### src/rtl/lqs_pkg.sv
// shared types, constants and command/status structs for the linear queue with search
package lqs_pkg;

  localparam int DEPTH  = 128;
  localparam int ADDR_W = $clog2(DEPTH);
  localparam int CNT_W  = $clog2(DEPTH + 1);
  localparam int CAP_W  = 8;
  localparam int EFF_W  = (CNT_W > CAP_W) ? CNT_W : CAP_W;
  localparam int DATA_W = 32;

  localparam logic [CAP_W-1:0] CAP_RESET = CAP_W'(128);

  localparam logic [1:0] ACT_ENQ  = 2'd0;
  localparam logic [1:0] ACT_DEQ  = 2'd1;
  localparam logic [1:0] ACT_SRCH = 2'd2;

  localparam logic [1:0] ST_DONE  = 2'd0;
  localparam logic [1:0] ST_FULL  = 2'd1;
  localparam logic [1:0] ST_EMPTY = 2'd2;

  typedef enum logic [2:0] {
    S_IDLE = 3'b001,
    S_READ = 3'b010,
    S_CMP  = 3'b100
  } state_t;

  typedef struct packed {
    logic take;
    logic rd;
    logic cmp;
  } cmd_t;

  typedef struct packed {
    logic out_busy;
    logic scan_needed;
    logic match;
    logic last;
  } stat_t;

endpackage

### src/rtl/lqs_ctrl.sv
// controller state machine sequencing single-beat actions and the search walk
module lqs_ctrl (
  input  logic          clk,
  input  logic          rst,
  input  logic          in_valid,
  output logic          in_ready,
  input  lqs_pkg::stat_t stat,
  output lqs_pkg::cmd_t  cmd
);

  lqs_pkg::state_t state;
  lqs_pkg::state_t state_next;

  assign in_ready = (state == lqs_pkg::S_IDLE) && !stat.out_busy && !rst;

  always_comb begin
    cmd.take   = in_valid && in_ready;
    cmd.rd     = (state == lqs_pkg::S_READ);
    cmd.cmp    = (state == lqs_pkg::S_CMP);
    state_next = state;
    unique case (state)
      lqs_pkg::S_IDLE: begin
        if (cmd.take && stat.scan_needed) begin
          state_next = lqs_pkg::S_READ;
        end
      end
      lqs_pkg::S_READ: begin
        state_next = lqs_pkg::S_CMP;
      end
      lqs_pkg::S_CMP: begin
        if (stat.match || stat.last) begin
          state_next = lqs_pkg::S_IDLE;
        end else begin
          state_next = lqs_pkg::S_READ;
        end
      end
      default: begin
        state_next = lqs_pkg::S_IDLE;
      end
    endcase
  end

  always_ff @(posedge clk) begin
    if (rst) begin
      state <= lqs_pkg::S_IDLE;
    end else begin
      state <= state_next;
    end
  end

endmodule

### src/rtl/lqs_dp.sv
// datapath: slot memory, head/tail pointers, capacity register, search compare, result register
module lqs_dp (
  input  logic                              clk,
  input  logic                              rst,
  input  lqs_pkg::cmd_t                     cmd,
  output lqs_pkg::stat_t                    stat,
  input  logic                              cfg_valid,
  input  logic                              cfg_ready,
  input  logic [lqs_pkg::CAP_W-1:0]         cfg_data,
  input  logic [1:0]                        action,
  input  logic signed [lqs_pkg::DATA_W-1:0] value,
  output logic                              out_valid,
  input  logic                              out_ready,
  output logic [1:0]                        status,
  output logic                              found,
  output logic                              is_empty,
  output logic                              is_full
);

  function automatic logic [lqs_pkg::EFF_W-1:0] eff_cap(input logic [lqs_pkg::CAP_W-1:0] c);
    logic [lqs_pkg::EFF_W-1:0] e;
    e = lqs_pkg::EFF_W'(c);
    if (c == '0) begin
      e = lqs_pkg::EFF_W'(1);
    end else if (e > lqs_pkg::EFF_W'(lqs_pkg::DEPTH)) begin
      e = lqs_pkg::EFF_W'(lqs_pkg::DEPTH);
    end
    return e;
  endfunction

  logic [lqs_pkg::DATA_W-1:0] mem [lqs_pkg::DEPTH];
  logic [lqs_pkg::DATA_W-1:0] rdata;
  logic [lqs_pkg::DATA_W-1:0] key;
  logic [lqs_pkg::ADDR_W-1:0] ptr;
  logic [lqs_pkg::CNT_W-1:0]  head;
  logic [lqs_pkg::CNT_W-1:0]  tail;
  logic [lqs_pkg::EFF_W-1:0]  cap;

  logic [lqs_pkg::CNT_W-1:0]  head_next;
  logic [lqs_pkg::CNT_W-1:0]  tail_next;
  logic [1:0]                 st;
  logic                       wr;
  logic                       empty_now;
  logic                       full_now;
  logic                       empty_after;
  logic                       full_after;

  always_comb begin
    empty_now = head >= tail;
    full_now  = lqs_pkg::EFF_W'(tail) >= cap;
    head_next = head;
    tail_next = tail;
    st        = lqs_pkg::ST_DONE;
    wr        = 1'b0;
    if (cmd.take) begin
      case (action)
        lqs_pkg::ACT_ENQ: begin
          if (full_now) begin
            st = lqs_pkg::ST_FULL;
          end else begin
            wr        = 1'b1;
            tail_next = tail + lqs_pkg::CNT_W'(1);
          end
        end
        lqs_pkg::ACT_DEQ: begin
          if (empty_now) begin
            st = lqs_pkg::ST_EMPTY;
          end else begin
            head_next = head + lqs_pkg::CNT_W'(1);
          end
        end
        lqs_pkg::ACT_SRCH: begin
          if (empty_now) begin
            st = lqs_pkg::ST_EMPTY;
          end
        end
        default: begin
        end
      endcase
    end
    empty_after = head_next >= tail_next;
    full_after  = lqs_pkg::EFF_W'(tail_next) >= cap;
  end

  assign stat.out_busy    = out_valid && !out_ready;
  assign stat.scan_needed = (action == lqs_pkg::ACT_SRCH) && !empty_now;
  assign stat.match       = (rdata == key);
  assign stat.last        = (lqs_pkg::CNT_W'(ptr) + lqs_pkg::CNT_W'(1)) >= tail;

  // slot memory
  always_ff @(posedge clk) begin
    if (wr) begin
      mem[tail[lqs_pkg::ADDR_W-1:0]] <= value;
    end
    if (cmd.rd) begin
      rdata <= mem[ptr];
    end
  end

  // search walk
  always_ff @(posedge clk) begin
    if (cmd.take) begin
      key <= value;
      ptr <= head[lqs_pkg::ADDR_W-1:0];
    end else if (cmd.cmp && !stat.match && !stat.last) begin
      ptr <= ptr + lqs_pkg::ADDR_W'(1);
    end
  end

  always_ff @(posedge clk) begin
    if (rst) begin
      head <= '0;
      tail <= '0;
      cap  <= eff_cap(lqs_pkg::CAP_RESET);
    end else begin
      head <= head_next;
      tail <= tail_next;
      if (cfg_valid && cfg_ready) begin
        cap <= eff_cap(cfg_data);
      end
    end
  end

  // result register
  always_ff @(posedge clk) begin
    if (rst) begin
      out_valid <= 1'b0;
    end else if (cmd.take && !stat.scan_needed) begin
      out_valid <= 1'b1;
    end else if (cmd.cmp && (stat.match || stat.last)) begin
      out_valid <= 1'b1;
    end else if (out_ready) begin
      out_valid <= 1'b0;
    end
  end

  always_ff @(posedge clk) begin
    if (cmd.take && !stat.scan_needed) begin
      status   <= st;
      found    <= 1'b0;
      is_empty <= empty_after;
      is_full  <= full_after;
    end else if (cmd.cmp && (stat.match || stat.last)) begin
      status   <= lqs_pkg::ST_DONE;
      found    <= stat.match;
      is_empty <= empty_now;
      is_full  <= full_now;
    end
  end

endmodule

### src/rtl/linear_array_queue_with_search.sv
// top level of the linear queue with search: controller and datapath
// Linear (non-reusing) queue of signed 32-bit values, 128 slots. Each input beat
// carries one action: enqueue, dequeue or search; every action returns one result
// beat with status, found and the empty/full flags after the action. Enqueue,
// dequeue, the unused action code and any search on an empty queue give their
// result in the cycle after the input beat is taken. A search on a non-empty queue
// walks the slot memory from head toward tail through its single registered read
// port, reading and then comparing each entry, until it finds a match or the tail;
// at most 128 entries are examined. Slots freed by dequeue are not reused: once the
// tail reaches capacity the queue stays full until reset or a larger capacity is
// written. One action is in flight at a time; the next input beat is taken once the
// previous result has been or is being taken. The capacity register (8 bits, reset
// 128, zero acts as 1, values above 128 saturate) must be written by the user over
// the cfg channel only while the block is idle; the block does not enforce this.
module linear_array_queue_with_search (
  input  logic                              clk,
  input  logic                              rst,
  input  logic                              cfg_valid,
  output logic                              cfg_ready,
  input  logic [lqs_pkg::CAP_W-1:0]         cfg_data,
  input  logic                              in_valid,
  output logic                              in_ready,
  input  logic [1:0]                        action,
  input  logic signed [lqs_pkg::DATA_W-1:0] value,
  output logic                              out_valid,
  input  logic                              out_ready,
  output logic [1:0]                        status,
  output logic                              found,
  output logic                              is_empty,
  output logic                              is_full
);

  lqs_pkg::cmd_t  cmd;
  lqs_pkg::stat_t stat;

  assign cfg_ready = !rst;

  lqs_ctrl u_ctrl (
    .clk      (clk),
    .rst      (rst),
    .in_valid (in_valid),
    .in_ready (in_ready),
    .stat     (stat),
    .cmd      (cmd)
  );

  lqs_dp u_dp (
    .clk       (clk),
    .rst       (rst),
    .cmd       (cmd),
    .stat      (stat),
    .cfg_valid (cfg_valid),
    .cfg_ready (cfg_ready),
    .cfg_data  (cfg_data),
    .action    (action),
    .value     (value),
    .out_valid (out_valid),
    .out_ready (out_ready),
    .status    (status),
    .found     (found),
    .is_empty  (is_empty),
    .is_full   (is_full)
  );

endmodule
### config.mk
export PLATFORM = sky130hd
export DESIGN_NAME = linear_array_queue_with_search
export DESIGN_NICKNAME = d
export VERILOG_FILES = /design/src/rtl/lqs_pkg.sv /design/src/rtl/lqs_ctrl.sv /design/src/rtl/lqs_dp.sv /design/src/rtl/linear_array_queue_with_search.sv
export SDC_FILE = /design/constraint.sdc
export NUM_CORES = 2
export LEC_CHECK = 0
export BUFFER_PORTS_ARGS = -buffer_cell sky130_fd_sc_hd__buf_4
export CELL_PAD_IN_SITES_DETAIL_PLACEMENT = 0
export CELL_PAD_IN_SITES_GLOBAL_PLACEMENT = 1
export CORE_MARGIN = 2
export CORE_UTILIZATION = 35
export DETAILED_ROUTE_END_ITERATION = 12
export PLACE_DENSITY_LB_ADDON = 0.1
export REMOVE_ABC_BUFFERS = 1
export SLEW_MARGIN = 20
export SYNTH_ARGS = -nofsm -noshare
export SYNTH_HDL_FRONTEND = slang
export SYNTH_SLANG_ARGS = --single-unit
export TNS_END_PERCENT = 100
### constraint.sdc
create_clock -name clk -period 4.2 [get_ports clk]
set_input_delay 0.42 -clock clk [delete_from_list [all_inputs] [get_ports clk]]
set_output_delay 0.42 -clock clk [all_outputs]
set_load 0.005 [all_outputs]
==> results.md <==
* Status: completed
* Worst-path clk slew at about 70 ps
* Setup WS pre-CTS at roughly 200 ps
* Max-slew violation count at 0
* TritonCTS clock tree: built
* Hold depth at 1
* Core box area at 463000 um^2
* Switching Fraction at ~22%
* Clock Power Share at 42.9%
* 1st-iter DRT viols at between 8000 and 9000
* Crit path capture type: register
* CP max stage delay at ~680 ps
* R2R setup slack at approximately 270 ps
* Mean Syn Cell Area at 22.6 um^2
* Maxcap violations at 0
* Vias in the first global route at 82527
* Post-synthesis register bit count at 4200
* Crit Path Category: register to register
* Initial antenna violation count at between 40 and 50
* Post-layout util at about two fifths
* R2R depth at 10
* Fmax achieved at 254 MHz
* Nets at 8051
* P per Cell Area at 470 nW/um^2
* Hold_sp: value[4]
* FP Rows at 250
* Root Buffer: clkbuf_16
* Clock Skew at about 77 ps
* Ys Warns at 0
* Routed via count at 79862
* R2R Path End: u_dp.rdata[20]
* Net Sw Power at between 20 and 25 mW
* Die height at 685 um
* Routed Wire Length at around 520 mm
* H-tree depth at 5
* TritonCTS Buffers at between 400 and 500
* Final HPWL DP at 306 mm
* Gr usage total at between 20% and 30%
* Critical Path, Cell by Cell: buf_12 > buf_4 > buf_12 > mux4_2 > mux2i_1 > mux2_2 > o21ai_0 > a2bb2oi_1 > o22a_1 > a31oi_1
* Max-slew headroom at between 20% and 30%
* Hold Path Class: input pin to register
* Sequential Power Share at between 50% and 60%
* Sum of buffers and inverters on the critical path at 3
* Comb pwr share at 5.9%
* LEAKAGE at just under 60 nW
* Min Tclk post-route at ~3900 ps
* Top_reg_cell synth: edfxtp_1
* RSZ-0062 raised after global routing: no
* Routed Antenna Nets at 0
* Seq/Total Area, Yosys at 77.6%
* Worst-Skew Late Latency at 1040 ps
* Gr ovfl total at 0
* Commonest cells after routing, fill and taps aside: edfxtp_1, mux4_2, clkbuf_16
* Via density at between 5 and 6
* CTS max path bufs at 4
* Worst setup SP type: register
* Drc violations at 0
* Global-route wire length before repair at 710 mm
* Final GP Congestion at ~0.8
* TritonRoute pass-1 iters at 6
* Family with the most delay on the worst path: compound AO/OA/AOI/OAI gates
* Layout cells sized above 1 at 30.5%
* Post-Syn Instances at 7182
* P&R area growth vs syn at 18.0%
* Die Wd at a little under 700 um
* Crit-path max FO at 36
* Routed wire length per instance at 35.9 um
* Slew @ Worst Pin at 1150 ps
* Critical Path Slowest Stage Cell: a2bb2oi_1
* Final Power at between 80 and 90 mW
* Cell variety after synth at 67
* Largest net degree at the start of global routing at 130
* Most common cell after layout, fill and taps aside: edfxtp_1
* P_int at 69.8 mW
* Reg2reg start: u_dp.ptr[0]
* Cell Area, Synth at 162000 um^2
* Clock sink count at 4200
* Boundary pin count at 55
* Total die area at about 470000 um^2
* Share of flip-flops with an asynchronous set or reset at 0%
* Required time of the critical path at between 4000 and 5000 ps
* PortBufs at between 50 and 60
* Post-route clock period utilization at between 90 and 100%
* Min-Delay Endpoint: u_dp.mem[90][4]
* # setup viols final at 0
* Final Hold Vio Count at 0
* WP data arrival at ~4700 ps
* Initial core utilization at 35.1%
* Most common cell on crit path: buf_12
* EDFF count, synth at around 4200
* VDD IR-drop max at between 0.3 and 0.4 mV
* Final worst setup slack at 270 ps
-- logic make-up (layout without fill, tap and decap cells) --
family,after synthesis,after routing,synth area share [%]
fa+ha+maj,47,47,0.363
mux,1273,1273,16.4
buf+inv,425,1569,1.43
flops,4200,4200,77.6
simple gates,730,730,1.93
compound gates,456,456,2.00
other cells,0,21,0
xor+xnor,51,51,0.275
-- Yosys cell counts, types with 28 or more instances --
| master | instances | area share [%] |
|---|---|---|
| a211oi_1 | 48 | 0.22 |
| edfxtp_1 | 4171 | 77 |
| nor2_1 | 220 | 0.51 |
| a21oi_1 | 95 | 0.29 |
| dfxtp_1 | 29 | 0.36 |
| buf_2 | 98 | 0.30 |
| clkbuf_1 | 137 | 0.32 |
| and2_1 | 41 | 0.16 |
| nand3_1 | 30 | 0.093 |
| nand2_1 | 341 | 0.79 |
| xnor2_1 | 50 | 0.27 |
| buf_1 | 35 | 0.081 |
| buf_4 | 82 | 0.38 |
| inv_1 | 34 | 0.079 |
| a32oi_1 | 28 | 0.15 |
| buf_6 | 33 | 0.23 |
| mux2i_1 | 151 | 0.93 |
| o21ai_0 | 33 | 0.10 |
| mux4_2 | 1110 | 15 |
| o221ai_1 | 42 | 0.23 |
| ha_1 | 47 | 0.36 |
| a31oi_1 | 44 | 0.17 |
-- power by group through the flow --
stage                     sequential [mW]  combinational (mW)  clock [mW]
after floorplan                      47.4                4.69           0
after global placement               47.0                5.26           0
after detailed placement             47.0                5.32           0
after CTS                            46.1                5.36        39.5
after global routing                 46.1                5.51        41.0
final                                46.1                5.27        38.5
-- worst max path at each step --
stage                      from         endpoint  slack (ps)  depth (start not counted)
floorplan           u_dp.ptr[0]  u_ctrl.state[1]      -39800                          7
global placement    u_dp.ptr[0]   u_dp.rdata[21]         220                         11
detailed placement  u_dp.ptr[0]   u_dp.rdata[21]         200                         11
finish              u_dp.ptr[0]   u_dp.rdata[20]         270                         10
CTS                 u_dp.ptr[2]  u_ctrl.state[1]         100                         13
global route        u_dp.ptr[1]  u_ctrl.state[1]          50                         13
-- flip-flops by register name, indices dropped and copies added (netlist names) --
register        count
u_dp.key           32
u_dp.head           8
u_dp.ptr            7
u_dp.is_full        1
u_dp.mem         4096
u_dp.found          1
u_dp.tail           8
u_dp.status         2
u_dp.is_empty       1
u_ctrl.state        3
u_dp.rdata         32
u_dp.cap            8
u_dp.out_valid      1
-- final cells by class --
class	count	area [um^2]
multi-input cells	2557	35100
clock buffers	578	12000
flip-flops and latches	4200	126000
well taps	6174	7720
diodes	21	52.6
inverters	36	151
fillers	40321	271000
clock inverters	252	2150
repair buffers	703	8340
-- repair_timing --
action / 4_1_cts / 5_1_grt
endpoints found under the hold margin: 489 / 24
endpoints found under the setup margin: 0 / 1
setup buffers: 0 / 5
gates resized for setup: 0 / 1
hold buffers: 43 / 2
-- through the flow --
stage / instances / hold WS (ps) / cell area, um^2 / TNS (ps)
2_1_floorplan: 6793 / 426 / 160000 / -2191010
3_3_place_gp: 13617 / 446 / 177000 / 0
3_5_place_dp: 13617 / 449 / 177000 / 0
4_1_cts: 14490 / 5.13 / 191000 / 0
5_1_grt: 14505 / 57.0 / 191000 / 0
6_report: 14521 / 60.9 / 191000 / 0
-- metal layers --
| layer | global-route usage, % | share of wire, % | wire length (um) |
|---|---|---|---|
| met5 | 0 | 0.0017 | 9 |
| met4 | 5.02 | 2.4 | 12700 |
| met3 | 2.78 | 5.5 | 28700 |
| met2 | 36.6 | 49 | 255000 |
| met1 | 30.9 | 43 | 225000 |
Power figures use the tool's default switching activity.
